## config.mk

```make
export PLATFORM = sky130hd
export DESIGN_NAME = rgr_ctrl
export DESIGN_NICKNAME = d
export VERILOG_FILES = /design/src/hw/rtl/rgr_pkg.sv /design/src/hw/rtl/rgr_ctrl.sv
export SDC_FILE = /design/constraint.sdc
export NUM_CORES = 1
export LEC_CHECK = 0
export BUFFER_PORTS_ARGS = -buffer_cell sky130_fd_sc_hd__clkbuf_2
export CAP_MARGIN = 20
export CORE_MARGIN = 10
export CORE_UTILIZATION = 35
export CTS_BUF_LIST = sky130_fd_sc_hd__clkbuf_8
export CTS_CLUSTER_DIAMETER = 60
export DETAILED_ROUTE_END_ITERATION = 7
export PLACE_DENSITY = 0.55
export SLEW_MARGIN = 20
export SYNTH_ARGS = -nofsm -noshare
export SYNTH_HDL_FRONTEND = slang
export SYNTH_SLANG_ARGS = --single-unit
export TNS_END_PERCENT = 10
```

## constraint.sdc

```tcl
create_clock -name clock -period 2.6 [get_ports clock]
set_clock_uncertainty 0.15 [all_clocks]
set_input_delay 0.13 -clock clock [delete_from_list [all_inputs] [get_ports clock]]
set_output_delay 0.13 -clock clock [all_outputs]
set_load 0.01 [all_outputs]
```

## src/hw/rtl/rgr_pkg.sv

```systemverilog
// Shared types, constants and helper functions for the Garner reconstruction block.
package rgr_pkg;

   localparam int MaxModuli = 4;
   localparam int IdxW      = (MaxModuli > 1) ? $clog2(MaxModuli) : 1;
   localparam int WordW     = 64;
   localparam int WideW     = WordW * MaxModuli;
   localparam int CountW    = 3;
   localparam int CsrIdxW   = 3;
   localparam int BitCntW   = $clog2(WordW);

   localparam logic [CsrIdxW-1:0] CsrCount = 3'd0;
   localparam logic [CsrIdxW-1:0] CsrModA  = 3'd1;
   localparam logic [CsrIdxW-1:0] CsrModB  = 3'd2;
   localparam logic [CsrIdxW-1:0] CsrModC  = 3'd3;
   localparam logic [CsrIdxW-1:0] CsrModD  = 3'd4;

   typedef enum logic [4:0] {
      OP_NONE,
      OP_LOAD,
      OP_RED_R,
      OP_RED_C,
      OP_RED_A,
      OP_EUC,
      OP_MUL_DIG,
      OP_RED_DIG,
      OP_MUL_RC,
      OP_RED_RCI,
      OP_RED_M,
      OP_MUL_PP,
      OP_WMAC,
      OP_WMUL,
      OP_ADV,
      OP_EMIT,
      OP_CLEAR
   } op_type;

   typedef enum logic [2:0] {
      ST_IDLE,
      ST_ISSUE,
      ST_WAIT,
      ST_FIN,
      ST_EMIT,
      ST_CLEAR
   } state_type;

   typedef struct packed {
      op_type          op;
      logic            go;
      logic [IdxW-1:0] sel;
   } cmd_type;

   typedef struct packed {
      logic            done;
      logic            r1_zero;
      logic            k_top;
      logic            last_item;
      logic            last_word;
      logic [IdxW-1:0] k;
   } sts_type;

   // A modulus register holding zero behaves as modulus one.
   function automatic logic [WordW-1:0] eff_mod(input logic [WordW-1:0] m);
      eff_mod = (m == '0) ? WordW'(1) : m;
   endfunction

   function automatic logic [CountW-1:0] clamp_count(input logic [CountW-1:0] c);
      logic [CountW-1:0] r;
      r = c;
      if (c == '0) begin
         r = CountW'(1);
      end else if (c > CountW'(MaxModuli)) begin
         r = CountW'(MaxModuli);
      end
      clamp_count = r;
   endfunction

endpackage

```

## src/hw/rtl/rgr_ctrl.sv

```systemverilog
// Controller state machine that sequences the operations for each residue.
module rgr_ctrl (
   input  logic             clock,
   input  logic             reset,
   input  logic             start,
   output logic             busy,
   output rgr_pkg::cmd_type cmd,
   input  rgr_pkg::sts_type sts
);
   import rgr_pkg::*;

   state_type       state_ff, state_in;
   op_type          op_ff, op_in;
   logic [IdxW-1:0] i_ff, i_in;
   logic [IdxW-1:0] w_ff, w_in;
   logic            skip_euc;

   assign skip_euc = (op_ff == OP_EUC) && sts.r1_zero;

   always_comb begin
      state_in = state_ff;
      op_in    = op_ff;
      i_in     = i_ff;
      w_in     = w_ff;
      case (state_ff)
         ST_IDLE: begin
            if (start) begin
               op_in    = OP_RED_R;
               state_in = ST_ISSUE;
            end
         end
         ST_ISSUE: begin
            if (skip_euc) begin
               op_in = OP_MUL_DIG;
            end else begin
               state_in = ST_WAIT;
            end
         end
         ST_WAIT: begin
            if (sts.done) begin
               state_in = ST_ISSUE;
               case (op_ff)
                  OP_RED_R: op_in = OP_RED_C;
                  OP_RED_C: op_in = OP_RED_A;
                  OP_RED_A: op_in = OP_EUC;
                  OP_EUC:   op_in = OP_EUC;
                  OP_MUL_DIG: begin
                     if (sts.k_top) begin
                        op_in = OP_WMAC;
                     end else begin
                        i_in  = sts.k + IdxW'(1);
                        op_in = OP_RED_DIG;
                     end
                  end
                  OP_RED_DIG: op_in = OP_MUL_RC;
                  OP_MUL_RC:  op_in = OP_RED_RCI;
                  OP_RED_RCI: op_in = OP_RED_M;
                  OP_RED_M:   op_in = OP_MUL_PP;
                  OP_MUL_PP: begin
                     if (i_ff == IdxW'(MaxModuli - 1)) begin
                        op_in = OP_WMAC;
                     end else begin
                        i_in  = i_ff + IdxW'(1);
                        op_in = OP_RED_DIG;
                     end
                  end
                  OP_WMAC: op_in = OP_WMUL;
                  OP_WMUL: begin
                     w_in     = '0;
                     state_in = sts.last_item ? ST_EMIT : ST_FIN;
                  end
                  default: state_in = ST_IDLE;
               endcase
            end
         end
         ST_FIN: begin
            state_in = ST_IDLE;
         end
         ST_EMIT: begin
            if (sts.last_word) begin
               state_in = ST_CLEAR;
            end else begin
               w_in = w_ff + IdxW'(1);
            end
         end
         ST_CLEAR: begin
            state_in = ST_IDLE;
         end
         default: state_in = ST_IDLE;
      endcase
   end

   always_comb begin
      cmd.op  = OP_NONE;
      cmd.go  = 1'b0;
      cmd.sel = i_ff;
      busy    = 1'b1;
      case (state_ff)
         ST_IDLE: begin
            busy   = 1'b0;
            cmd.op = start ? OP_LOAD : OP_NONE;
         end
         ST_ISSUE: begin
            cmd.op = op_ff;
            cmd.go = !skip_euc;
         end
         ST_WAIT: begin
            cmd.op = op_ff;
         end
         ST_FIN: begin
            cmd.op = OP_ADV;
         end
         ST_EMIT: begin
            cmd.op  = OP_EMIT;
            cmd.sel = w_ff;
         end
         ST_CLEAR: begin
            cmd.op = OP_CLEAR;
         end
         default: begin
            cmd.op = OP_NONE;
         end
      endcase
   end

   always_ff @(posedge clock) begin
      if (reset) begin
         state_ff <= ST_IDLE;
         op_ff    <= OP_NONE;
         i_ff     <= '0;
         w_ff     <= '0;
      end else begin
         state_ff <= state_in;
         op_ff    <= op_in;
         i_ff     <= i_in;
         w_ff     <= w_in;
      end
   end

   a_done_in_wait : assert property (@(posedge clock) disable iff (reset)
      sts.done |-> state_ff == ST_WAIT)
      else $error("unit finished outside the wait state");

endmodule

```

Word-level counts from Yosys, hierarchy flattened
Index checks and enable logic that the tools add are counted.
{ "classes": {"n_addsub": 3, "eq_ne": 28, "n_mux": 26, "n_reduce_logical": 13} }
{ "ops": {"columns": ["cell", "count"], "rows": [
  ["5-bit case mux with 10 select lines", 1],
  ["5-bit by 4-bit == test with 1-bit output, second input constant", 6],
  ["5-bit case mux with 5 select lines", 1],
  ["5-bit by 3-bit == test with 1-bit output, second input constant", 4],
  ["2-bit != test, second input constant", 8],
  ["3-bit 2-to-1 mux", 5],
  ["5-bit 2-to-1 mux", 3],
  ["5-bit case mux with 3 select lines", 1],
  ["2-bit 2-to-1 mux", 6],
  ["3-bit case mux with 4 select lines", 1],
  ["11-bit by 2-bit != test with 1-bit output, second input constant", 1],
  ["11-bit OR reduction", 1],
  ["5-bit by 2-bit == test with 1-bit output, second input constant", 2],
  ["5-bit AND reduction", 2],
  ["4-bit 2-to-1 mux", 2],
  ["2-bit case mux with 2 select lines", 2],
  ["4-bit AND reduction", 2],
  ["2-bit by 1-bit adder with 2-bit output, second input constant", 3],
  ["3-bit by 2-bit == test with 1-bit output, second input constant", 2],
  ["3-bit == test, second input constant", 2],
  ["3-bit case mux with 2 select lines", 1],
  ["2-bit nonzero test", 2],
  ["2-bit OR reduction", 2],
  ["3-bit by 1-bit == test with 1-bit output, second input constant", 1],
  ["other kinds (7)", 9]
]} }
{ "word_totals": {"ff_bits": 12, "in_bits": 10, "output_inout_bits": 9, "word_cells": 74} }

Depth between registers and ports, before layout
Gate-level depths: netlist of the first run.
{ "depth": {"word_depth": 5, "ltp_mapped": 6} }

Worst setup path before layout of the first run
No wires, ideal clock.
{ "synth_timing": {"path_type": "register to register", "start": "register op_ff[3]", "end": "register op_ff[1]", "setup_time_ns": 0.122, "arrival_time_ns": 1.596, "required_ns": 2.328, "path_slack_ns": 0.733, "stages_incl_launch_ff": 6, "path_cell_list": "dfxtp_1 -> buf_2 -> o211a_1 -> or4b_4 -> and3_4 -> o311a_1"} }
{ "synth_via": {"elab_chain_len": 5} }
{ "synth_rtl": {"columns": ["element", "line", "rtl"], "rows": [
  ["start, declared", "rgr_ctrl.sv:13", "op_type op_ff, op_in;"],
  ["start signal, assigned", "rgr_ctrl.sv:134", "op_ff <= op_in;"],
  ["5-bit by 3-bit == test with 1-bit output, on equally long branches", "rgr_ctrl.sv:18, rgr_ctrl.sv:42", null],
  ["2-bit OR reduction (no source line)", null, null],
  ["5-bit case mux with 10 select lines", "rgr_ctrl.sv:42", "case (op_ff)"],
  ["5-bit 2-to-1 mux", "rgr_ctrl.sv:40", "if (sts.done) begin"],
  ["5-bit case mux with 3 select lines", "rgr_ctrl.sv:25", "case (state_ff)"]
]} }
Several ways; a longest one is shown, not always the timed one. The select of a mux whose other input is x is not followed.
A chain may end at the register's enable or synchronous reset.

==> reports/qor.csv, run 1 <==
stage;metric;value;unit
run_status;outcome;finished, final reports clean;
die;Initial Util;36.8;%
placed_design;post-detail-place hpwl;2130;um
grt;GR Overflow Total;0;
grt;global-route wire length before repair;4850;um
cells_and_area;synthesis-to-finish area growth;12.2;%
power_and_ir_drop;worst vdd ir;0.194;mV
sta;fmax;456;MHz
sta;# setup viols final;0;
critical_path;slowest CP cell;dfxtp_1;
die;die area;5460;um2
critical_path;Worst Path Required;2.32;ns
sta;crit share post-route;84.4;%
yosys;adder-cell share of the synthesized area;0.985;%
yosys;cell area after synthesis;1020;um2
sta;Final Hold Viols;0;
placed_design;IO buf count;18;
critical_path;crit-path cells;or3b_1, mux2_2, clkbuf_2;
die;Die X-Extent;73.9;um
grt;gr usage total;11.0;%
cells_and_area;register area;220;um2
sta;setup ws final;0.407;ns
sta;setup_tns;0;ns
yosys;post-synthesis xor/xnor area fraction;1.72;%
cells_and_area;Post-layout nets;157;
yosys;mux cell area share after synthesis;4.19;%
critical_path;crit end category;output pin;
critical_path;CP top delay family;flip-flops;
clock_network;Clk Tree Root Cell;clkbuf_8;
critical_path;worst path buffer plus inverter count;1;
sta;Final Max Tran Viols;0;
critical_path;crit-path max cell delay;0.65;ns
routing;drt drc;0;
routing;iteration count of the initial detailed-routing pass;4;
power_and_ir_drop;P_leak;0.431;nW
critical_path;Critical Path Fanout Max;18;
die;Rows;19;
routing;vias per std cell;6.10;
clock_network;Clock Sinks;11;
yosys;yosys warns;0;
routing;DR WL/cell;16.0;um
routing;starting DRC count in detailed routing;113;
yosys;Syn Inst Count;136;
die;Die Span Y;73.9;um
clock_network;# H-tree levels;1;
routing;post-route ant nets;0;
yosys;Main synth FF type;dfxtp_1;
yosys;Compound-Gate Fraction of Synth Area;33.3;%
critical_path;critical path arrival;1.91;ns
yosys;Simple-Gate Fraction of Synth Area;30.7;%
clock_network;CTS Buf Count;3;
critical_path;WS Path Type;register to output pin;
yosys;Async S/R FF share, synth;0;%
sta;relative slew slack;61.4;%
clock_network;hold_buf cts;0;
yosys;Synth Area per Inst;7.47;um2
yosys;post-synthesis cell type count;53;
power_and_ir_drop;PwrDens;434;nW/um2
sta;fin crit period;2.19;ns
die;Boundary Pins;19;
cells_and_area;fillcell total;294;
yosys;main combinational cell family by area after synthesis;compound AO/OA/AOI/OAI gates;
yosys;post-synthesis net count;146;
sta;measured slew at the worst slew-check pin;0.578;ns
placed_design;Setup WS pre-CTS;0.474;ns
yosys;Post-synth EDFFs;0;
critical_path;startpoint types;register;
routing;DR vias;1079;
grt;pin count of the biggest net entering global routing;20;
routing;Total Routed Length;2830;um
placed_design;GP Congestion;0.843;
cells_and_area;Antenna Cells;0;
clock_network;post-CTS sizing;0;
yosys;#FFs+latches synth;11;
clock_network;clock slew at reported path FFs;0.05;ns
grt;vias in the first global route;1010;
die;core area;2760;um2
clock_network;worst-case clock buffer depth;2;
flow_run;Max Cap Violations;0;
min_path;worst hold path type;primary input to register;
clock_network;postcts setup bufs;0;
grt;initial antenna violation count;0;
clock_network;CTS tree;done;
sta;RSZ-0062 raised after global routing;no;
cells_and_area;layout cells sized above 1;21.9;%
yosys;post-synthesis sequential area ratio;21.7;%
clock_network;Skew-Pair Late Insertion Delay;0.25;ns
cells_and_area;multi-input logic area;719;um2
-- Yosys cell counts, drive strengths merged, types with 3 or more instances --
cell type,count,share of area (%)
nor3,3,1.5
clkbuf,6,2.2
a21oi,8,3.9
a311oi,3,2.6
dfxtp,11,22
o21ai,7,3.4
nand4,3,1.8
nand2,10,3.7
buf,6,2.7
o31ai,3,2.2
nor2,15,5.5
inv,7,2.6
nand2b,3,1.8
a211oi,3,2.2
-- sequential cells by signal, indices dropped and copies added (netlist names) --
signal / count
w_ff: 2
state_ff: 3
i_ff: 2
op_ff: 4
-- per-layer routing --
metal	vias up	GRT usage [%]	wire length (um)	share of wire, %
met4	0	6.21	72	2.5
li1	539	-	-	-
met3	7	2.69	200	7.1
met5	-	0	0	0
met2	38	15.8	1270	45
met1	495	14.3	1280	45
-- path summary, 6_finish.rpt --
path                                               start                        to  slack, ns  cells after the start
worst max-delay path            state_ff[2]$_SDFFE_PP0P_                    cmd[1]       0.41                      3
worst min-delay path                              sts[3]  state_ff[2]$_SDFFE_PP0P_       0.02                      3
worst max register to register     op_ff[3]$_SDFFE_PP0P_     op_ff[1]$_SDFFE_PP0P_       0.46                      4
worst min register to register      w_ff[1]$_SDFFE_PP0P_      w_ff[1]$_SDFFE_PP0P_       0.35                      2
-- layout make-up --
cell class                 instances  share of cell area, %
inverter                           7                   2.31
tap                               31                   3.40
sequential                        11                   19.3
clock buffer                       3                   3.62
timing repair buffer              18                   7.90
multi-input combinational        106                   63.1
clock inverter                     1                  0.329
-- per-stage QoR --
| stage | instances | total power [W] | area [um2] | hold slack [ns] | utilization [%] |
|---|---|---|---|---|---|
| global placement | 173 | 0.000322 | 1090 | 0.278 | 39.7 |
| finish | 177 | 0.000495 | 1140 | 0.0223 | 41.3 |
| floorplan | 136 | 0.000286 | 1020 | 0.129 | - |
| global route | 177 | 0.000525 | 1140 | 0.0213 | 41.3 |
| detailed placement | 173 | 0.000323 | 1090 | 0.267 | 39.7 |
| CTS | 177 | 0.000497 | 1140 | 0.0177 | 41.3 |
-- worst reg2reg max path, cell delays in order (launching register included) --
cell and delay, ns:
dfxtp_1 0.65, nor3_1 0.15, or4b_4 0.55, and3_4 0.19, o311a_1 0.34
-- cell usage in the layout (no fill, tap or decap), types with 3 or more instances in the layout --
cell type,netlist,final
a21oi_1,8,8
inv_1,7,8
clkbuf_2,0,18
nand2b_1,3,3
o31ai_1,3,3
nand4_1,3,3
o21ai_0,7,7
nand2_1,10,10
a311oi_1,3,3
clkbuf_8,0,3
dfxtp_1,11,11
nor2_1,15,15
a211oi_1,3,3
nor3_1,3,3
-- report_power, final --
part	switching [W]	internal, W	total, W	leakage, nW
sequential	0.0000276	0.000176	0.000204	0.0896
combinational	0.0000631	0.0000531	0.000116	0.315
clock	0.0000704	0.000104	0.000175	0.0269
total	0.000161	0.000334	0.000495	0.431
-- cells by family after synthesis --
family	Yosys count
buffers and inverters	19
AND/OR/NAND/NOR	54
flip-flops	11
XOR/XNOR	2
AO/OA/AOI/OAI	45
multiplexers	4
adder cells (fa/ha/maj)	1
(Power assumes the default switching activity.)
==> run 2, diff against run 1 <==
Settings changed: ABC_AREA set to 1.
Clock period 2.6 ns to 2.1 ns, I/O delays scaled along.
==> run 2 against run 1 <==
Against the previous run:
- first-iteration DRC count down 66%
- clock-buffer cell count did not move
- clock power increased by 19%
- critical path type unchanged
- synthesized area is 5.0% lower
- wire length decreased by 8.8%
- die area down 3.7%
- via count decreased by 0.65%
- critical path depth increased by 4
- worst hold slack gained 0.040 ns
- sequential cell count unchanged
- sequential power is 21% higher
- sequential share of layout area increased by 0.064 points
==> reports/qor.csv, run 2 <==
stage;metric;value;unit;change
run_status;outcome;finished, final reports clean;;
flow_run;Max Cap Violations;0;;unchanged
power_and_ir_drop;switching pwr;0.000267;W;+66%
yosys;Synth Area per Inst;5.85;um2;-22%
grt;GR Overflow Total;0;;unchanged
die;Initial Util;37.9;%;+1.1 points
critical_path;crit-path max cell delay;0.36;ns;-0.29 ns
critical_path;Worst R2R Setup Slack;0.44;ns;-0.02 ns
min_path;worst hold path type;primary input to register;;
cells_and_area;Finished Layout Cells;217;;+23%
yosys;yosys warns;0;;unchanged
yosys;cell area after synthesis;965;um2;-5.0%
cells_and_area;post-route cell area;1140;um2;-0.33%
routing;DR vias;1072;;-0.65%
die;Die Span Y;72.5;um;-1.9%
clock_network;worst-case clock buffer depth;2;;unchanged
placed_design;GP Congestion;0.848;;+0.63%
cells_and_area;Largest register FFs;4;;unchanged
placed_design;IO buf count;18;;unchanged
yosys;Syn Inst Count;165;;+21%
yosys;dominant cell type by area after synthesis;dfxtp_1;;
critical_path;CP dominant cell by count;inv_1;;
yosys;Main synth FF type;dfxtp_1;;
die;Boundary Pins;19;;unchanged
power_and_ir_drop;sequential share of power;35.1;%;-6.1 points
sta;setup_tns;0;ns;unchanged
clock_network;postcts setup bufs;0;;unchanged
routing;drt drc;0;;unchanged
critical_path;startpoint types;register;;
placed_design;post-detail-place hpwl;2170;um;+1.9%
clock_network;hold_buf cts;1;;+1
sta;Final Max Tran Viols;0;;unchanged
cells_and_area;fillcell total;280;;-4.8%
grt;pin count of the biggest net entering global routing;9;;-55%
sta;fmax;557;MHz;
yosys;post-synthesis net count;175;;+20%
critical_path;WS Path Type;register to output pin;;
yosys;#FFs+latches synth;11;;unchanged
sta;# setup viols final;0;;unchanged
critical_path;slowest CP cell;dfxtp_1;;
critical_path;critical path arrival;1.54;ns;-0.37 ns
routing;iteration count of the initial detailed-routing pass;4;;unchanged
yosys;largest cells by area after synthesis;dfxtp_1 23%, nand2_1 17%, nor2_1 9.3%;;
power_and_ir_drop;P_leak;0.571;nW;+32%
die;Rows;18;;-1
critical_path;crit end category;output pin;;
sta;Final Hold Viols;0;;unchanged
cells_and_area;Reg with most FFs;op_ff;;
clock_network;CTS tree;done;;
sta;relative slew slack;78.1;%;+17 points
yosys;Synth top area share;22.8;%;+1.2 points
sta;fin crit period;1.80;ns;
yosys;Async S/R FF share, synth;0;%;unchanged
power_and_ir_drop;Combinational Power Share;35.2;%;+12 points
power_and_ir_drop;worst vdd ir;0.624;mV;+220%
clock_network;Clk Tree Root Cell;clkbuf_8;;
grt;initial antenna violation count;0;;unchanged
die;die area;5260;um2;-3.7%
routing;vias per std cell;4.94;;-19%
clock_network;post-CTS sizing;0;;unchanged
placed_design;Placed Cells;212;;+23%
critical_path;Critical Path Fanout Max;4;;-14
sta;RSZ-0062 raised after global routing;no;;
yosys;Synth top cells by count;43 x nand2_1, 24 x nor2_1, 17 x inv_1;;
critical_path;Worst Path Required;1.85;ns;-0.47 ns
cells_and_area;final core utilization;44.6;%;+3.3 points
power_and_ir_drop;PwrDens;619;nW/um2;+43%
placed_design;placed cell areas;1080;um2;-1.3%
cells_and_area;layout cells sized above 1;26.2;%;+4.3 points
clock_network;Clock Sinks;11;;unchanged
yosys;most common cell in the synthesized netlist;nand2_1;;
sta;measured slew at the worst slew-check pin;0.328;ns;-0.250 ns
routing;DR WL/cell;11.9;um;-26%
routing;post-route ant nets;0;;unchanged
cells_and_area;synthesis-to-finish area growth;17.8;%;
cells_and_area;Post-layout nets;198;;+26%
clock_network;Skew-Pair Late Insertion Delay;0.23;ns;-0.02 ns
cells_and_area;Antenna Cells;0;;unchanged
grt;gr usage total;10.1;%;-0.81 points
cells_and_area;commonest cells after routing, fill and taps aside;43 x nand2_1, 24 x nor2_1, 18 x inv_1, 18 x clkbuf_2, 11 x dfxtp_1;;
cells_and_area;Regs by FF count;op_ff (4), state_ff (3);;
yosys;post-synthesis sequential area ratio;22.8;%;+1.2 points
yosys;Post-synth EDFFs;0;;unchanged
yosys;post-synthesis cell type count;28;;-47%
grt;global-route wire length before repair;4500;um;-7.3%
clock_network;# H-tree levels;1;;unchanged
die;Die X-Extent;72.5;um;-1.9%
clock_network;CTS Buf Count;3;;unchanged
die;core area;2540;um2;-7.7%
routing;starting DRC count in detailed routing;38;;-66%
sta;crit share post-route;85.5;%;
power_and_ir_drop;internal power;0.000437;W;+31%
critical_path;crit-path cells;inv_2, nor3_1, inv_1, nand2_1, inv_1, o21ai_0, clkbuf_2;;
cells_and_area;most common cell after layout, fill and taps aside;nand2_1;;
grt;vias in the first global route;1074;;+6.3%
clock_network;clock slew at reported path FFs;0.05;ns;about the same
sta;Fin Hold WS;0.0620;ns;+0.0397 ns
power_and_ir_drop;sw frac;37.9;%;+5.4 points
power_and_ir_drop;clock share of power;29.6;%;-5.7 points
routing;Total Routed Length;2580;um;-8.8%
==> run 2: cell types whose count changed after synthesis, sizes merged, moves of 5 or more <==
cell,delta
buf,-5
clkbuf,-6
inv,+20
nand2,+38
nand3,+7
nor2,+17
o21ai,+7
==> run 2: worst paths after layout <==
| check | startpoint | end | depth (start not counted) |
|---|---|---|---|
| setup reg to reg | op_ff[1]$_SDFFE_PP0P_ | i_ff[1]$_SDFFE_PP0P_ | 9 |
| hold / removal | sts[3] | state_ff[2]$_SDFFE_PP0P_ | 3 |
| setup / recovery | state_ff[0]$_SDFFE_PP0P_ | cmd[6] | 7 |
| hold reg to reg | w_ff[1]$_SDFFE_PP0P_ | w_ff[1]$_SDFFE_PP0P_ | 2 |
==> run 2: logic make-up after synthesis <==
kind of cell    synth area share (%)
buf+inv                         12.1
xor+xnor                       0.908
simple gates                    46.6
flops                           22.8
compound gates                  17.6
==> run 2: worst max-delay path, delay by kind of cell (launching register included) <==
family | cells | cell delay (ns)
flip-flops | 1 | 0.36
AO/OA/AOI/OAI | 1 | 0.15
AND/OR/NAND/NOR | 2 | 0.35
buffers and inverters | 4 | 0.45
==> run 2: power groups by stage <==
stage                     clock (W)  sequential (W)  combinational (W)
after floorplan                   0        0.000241           0.000194
after global placement            0        0.000251           0.000247
after detailed placement          0        0.000251           0.000249
after CTS                  0.000215        0.000247           0.000251
after global routing       0.000221        0.000250           0.000282
final                      0.000209        0.000247           0.000248
==> run 2: cell type report <==
cell class / instances / area [um2] / share of cell area, %
clock buffers: 3 / 41.3 / 3.63
clock inverters: 1 / 3.75 / 0.330
inverters: 28 / 105 / 9.25
well taps: 30 / 37.5 / 3.30
repair buffers: 19 / 100 / 8.81
flip-flops and latches: 11 / 220 / 19.4
multi-input cells: 125 / 628 / 55.3
==> run 2: stage by stage <==
| step | power, W | setup slack (ns) |
|---|---|---|
| after floorplan | 0.000436 | 0.681 |
| after global placement | 0.000499 | 0.460 |
| after detailed placement | 0.000500 | 0.459 |
| after CTS | 0.000713 | 0.288 |
| after global routing | 0.000753 | 0.143 |
| final | 0.000704 | 0.304 |
==> run 2: routing by layer <==
metal,track usage (%),vias up,share of wire (%)
li1,-,567,-
met1,11.5,484,43
met2,18.2,21,50
met3,3.67,0,6.8
met4,1.27,0,0
met5,0,-,0
==> run 3, diff against run 2 <==
Settings changed: ABC_CLOCK_PERIOD_IN_PS set to 2100, CTS_BUF_LIST sky130_fd_sc_hd__clkbuf_8 to unset.
==> run 3 against run 2 <==
Against the previous run:
- total power is 8.8% lower
- global-route usage is 0.16 points higher
- first-iteration DRC count is 21% higher
- maximum frequency is 2.1% lower
- sequential cell count stayed put
- via count is 0.84% higher
- critical path depth stayed put
==> reports/qor.csv, run 3 (same netlist as run 2, synthesis figures left out) <==
stage;metric;value;unit;change
run_status;outcome;finished, final reports clean;;
clock_network;Clock Sinks;11;;unchanged
clock_network;# H-tree levels;1;;unchanged
cells_and_area;layout cells sized above 1;26.2;%;unchanged
critical_path;critical path arrival;1.58;ns;+0.04 ns
routing;WL met2;1260;um;-1.9%
sta;Final Max Tran Viols;0;;unchanged
critical_path;crit path from;state_ff[0]$_SDFFE_PP0P_;;
routing;Total Routed Length;2570;um;-0.35%
routing;drt drc;0;;unchanged
sta;Fin Hold WS;0.0256;ns;-0.0364 ns
min_path;Hold Path Stages;3;;unchanged
cells_and_area;post-route cell area;1120;um2;-1.7%
die;Rows;18;;unchanged
sta;Final Hold Viols;0;;unchanged
cells_and_area;Post-layout nets;198;;unchanged
die;Initial Util;37.9;%;unchanged
critical_path;R2R cell count;9;;unchanged
placed_design;IO buf count;18;;unchanged
cells_and_area;most common cell after layout, fill and taps aside;nand2_1;;
cells_and_area;fillcell total;285;;+1.8%
grt;GR Overflow Total;0;;unchanged
critical_path;crit end category;output pin;;
cells_and_area;commonest cells after routing, fill and taps aside;43 x nand2_1, 24 x nor2_1, 18 x clkbuf_2;;
die;Boundary Pins;19;;unchanged
placed_design;GP Congestion;0.848;;unchanged
clock_network;Skew-Pair Late Insertion Delay;0.27;ns;+0.04 ns
grt;global-route wire length before repair;4520;um;+0.47%
routing;Max Used Layer;met4;;
sta;crit share post-route;87.4;%;+1.9 points
routing;iteration count of the initial detailed-routing pass;4;;unchanged
clock_network;clock slew at reported path FFs;0.07;ns;+0.02 ns
power_and_ir_drop;worst vdd ir;0.411;mV;-34%
die;Die X-Extent;72.5;um;unchanged
routing;DR vias;1081;;+0.84%
cells_and_area;Regs by FF count;op_ff (4), state_ff (3);;
die;die area;5260;um2;unchanged
critical_path;WS Path Type;register to output pin;;
cells_and_area;Antenna Cells;0;;unchanged
routing;WL met1;1130;um;+1.3%
sta;fmax;545;MHz;-2.1%
power_and_ir_drop;P_leak;0.559;nW;-2.1%
routing;DR WL/cell;11.9;um;-0.35%
power_and_ir_drop;total power draw;0.000642;W;-8.8%
clock_network;CTS Buf Count;3;;unchanged
sta;setup_tns;0;ns;unchanged
sta;measured slew at the worst slew-check pin;0.321;ns;-0.00715 ns
min_path;Worst Min Path Start;sts[3];;
grt;pin count of the biggest net entering global routing;9;;unchanged
sta;RSZ-0062 raised after global routing;no;;
clock_network;worst-case clock buffer depth;2;;unchanged
sta;fin crit period;1.84;ns;+0.0392 ns
grt;vias in the first global route;1078;;+0.37%
flow_run;Max Cap Violations;0;;unchanged
die;Die Span Y;72.5;um;unchanged
grt;initial antenna violation count;0;;unchanged
cells_and_area;synthesis-to-finish area growth;15.8;%;
critical_path;R2R Path End;i_ff[1]$_SDFFE_PP0P_;;
critical_path;Critical Path Fanout Max;4;;unchanged
clock_network;post-CTS sizing;0;;unchanged
clock_network;Clk Tree Root Cell;clkbuf_4;;
routing;vias per std cell;4.98;;+0.84%
routing;DR WL met3;161;um;-8.5%
sta;relative slew slack;78.4;%;+0.39 points
cells_and_area;Reg with most FFs;op_ff;;
grt;gr usage total;10.3;%;+0.16 points
clock_network;CTS tree;done;;
placed_design;placed cell areas;1080;um2;unchanged
routing;starting DRC count in detailed routing;46;;+21%
critical_path;Critical R2R Launch;op_ff[1]$_SDFFE_PP0P_;;
min_path;Hold Path Sink;state_ff[2]$_SDFFE_PP0P_;;
placed_design;post-detail-place hpwl;2170;um;unchanged
sta;# setup viols final;0;;unchanged
power_and_ir_drop;PwrDens;575;nW/um2;-7.2%
critical_path;startpoint types;register;;
critical_path;Worst R2R Setup Slack;0.45;ns;about the same
routing;post-route ant nets;0;;unchanged
cells_and_area;Largest register FFs;4;;unchanged
min_path;worst hold path type;primary input to register;;
critical_path;Worst Path Required;1.85;ns;about the same
die;core area;2540;um2;unchanged
## run 3: changes by cell type in the layout (fill, tap and decap cells not counted), sizes merged
cell,previous run,this run
clkbuf,21,22
inv,28,27
## run 3: through the flow
step	std cells	setup WS (ns)	util (%)
2_1_floorplan	165	0.681	-
3_3_place_gp	212	0.460	42.5
3_5_place_dp	212	0.459	42.5
4_1_cts	217	0.247	43.9
5_1_grt	217	0.0967	43.9
6_report	217	0.264	43.9
## run 3: critical path, stage by stage, from the launching register on
cell	delay, ns
dfxtp_1	0.37
inv_2	0.09
nor3_1	0.27
inv_1	0.14
nand2_1	0.08
inv_1	0.06
o21ai_0	0.15
clkbuf_2	0.16
## run 3: worst max path at each step
stage,end,slack [ns],cells past startpoint
floorplan,op_ff[0]$_SDFFE_PP0P_,0.68,8
global placement,i_ff[0]$_SDFFE_PP0P_,0.46,9
detailed placement,i_ff[1]$_SDFFE_PP0P_,0.46,9
CTS,cmd[6],0.25,7
global route,cmd[3],0.1,7
finish,cmd[6],0.26,7
## run 3: layer usage
| metal | track usage, % | up-vias |
|---|---|---|
| met2 | 18.2 | 20 |
| met1 | 11.5 | 493 |
| met4 | 1.90 | 0 |
| met3 | 4.08 | 2 |
| met5 | 0 | - |
| li1 | - | 566 |
## run 3: final cells by class
cell class	count	area, um2	area share (%)
sequential	11	220	19.7
inverter	28	105	9.41
tap	30	37.5	3.36
timing repair buffer	19	100	8.96
multi-input combinational	125	628	56.2
clock buffer	4	26.3	2.35
## run 3: report_power, final
part	internal [W]	switching [W]	total, W
Clock	0.0000735	0.0000738	0.000147
Sequential	0.000222	0.0000247	0.000247
Combinational	0.0000859	0.000162	0.000248
## run 3: repair_timing
| item | in CTS | in global routing |
|---|---|---|
| hold buffers | 1 | 0 |
| hold endpoints to repair | 6 | 0 |
| buffers inserted | 0 | 0 |
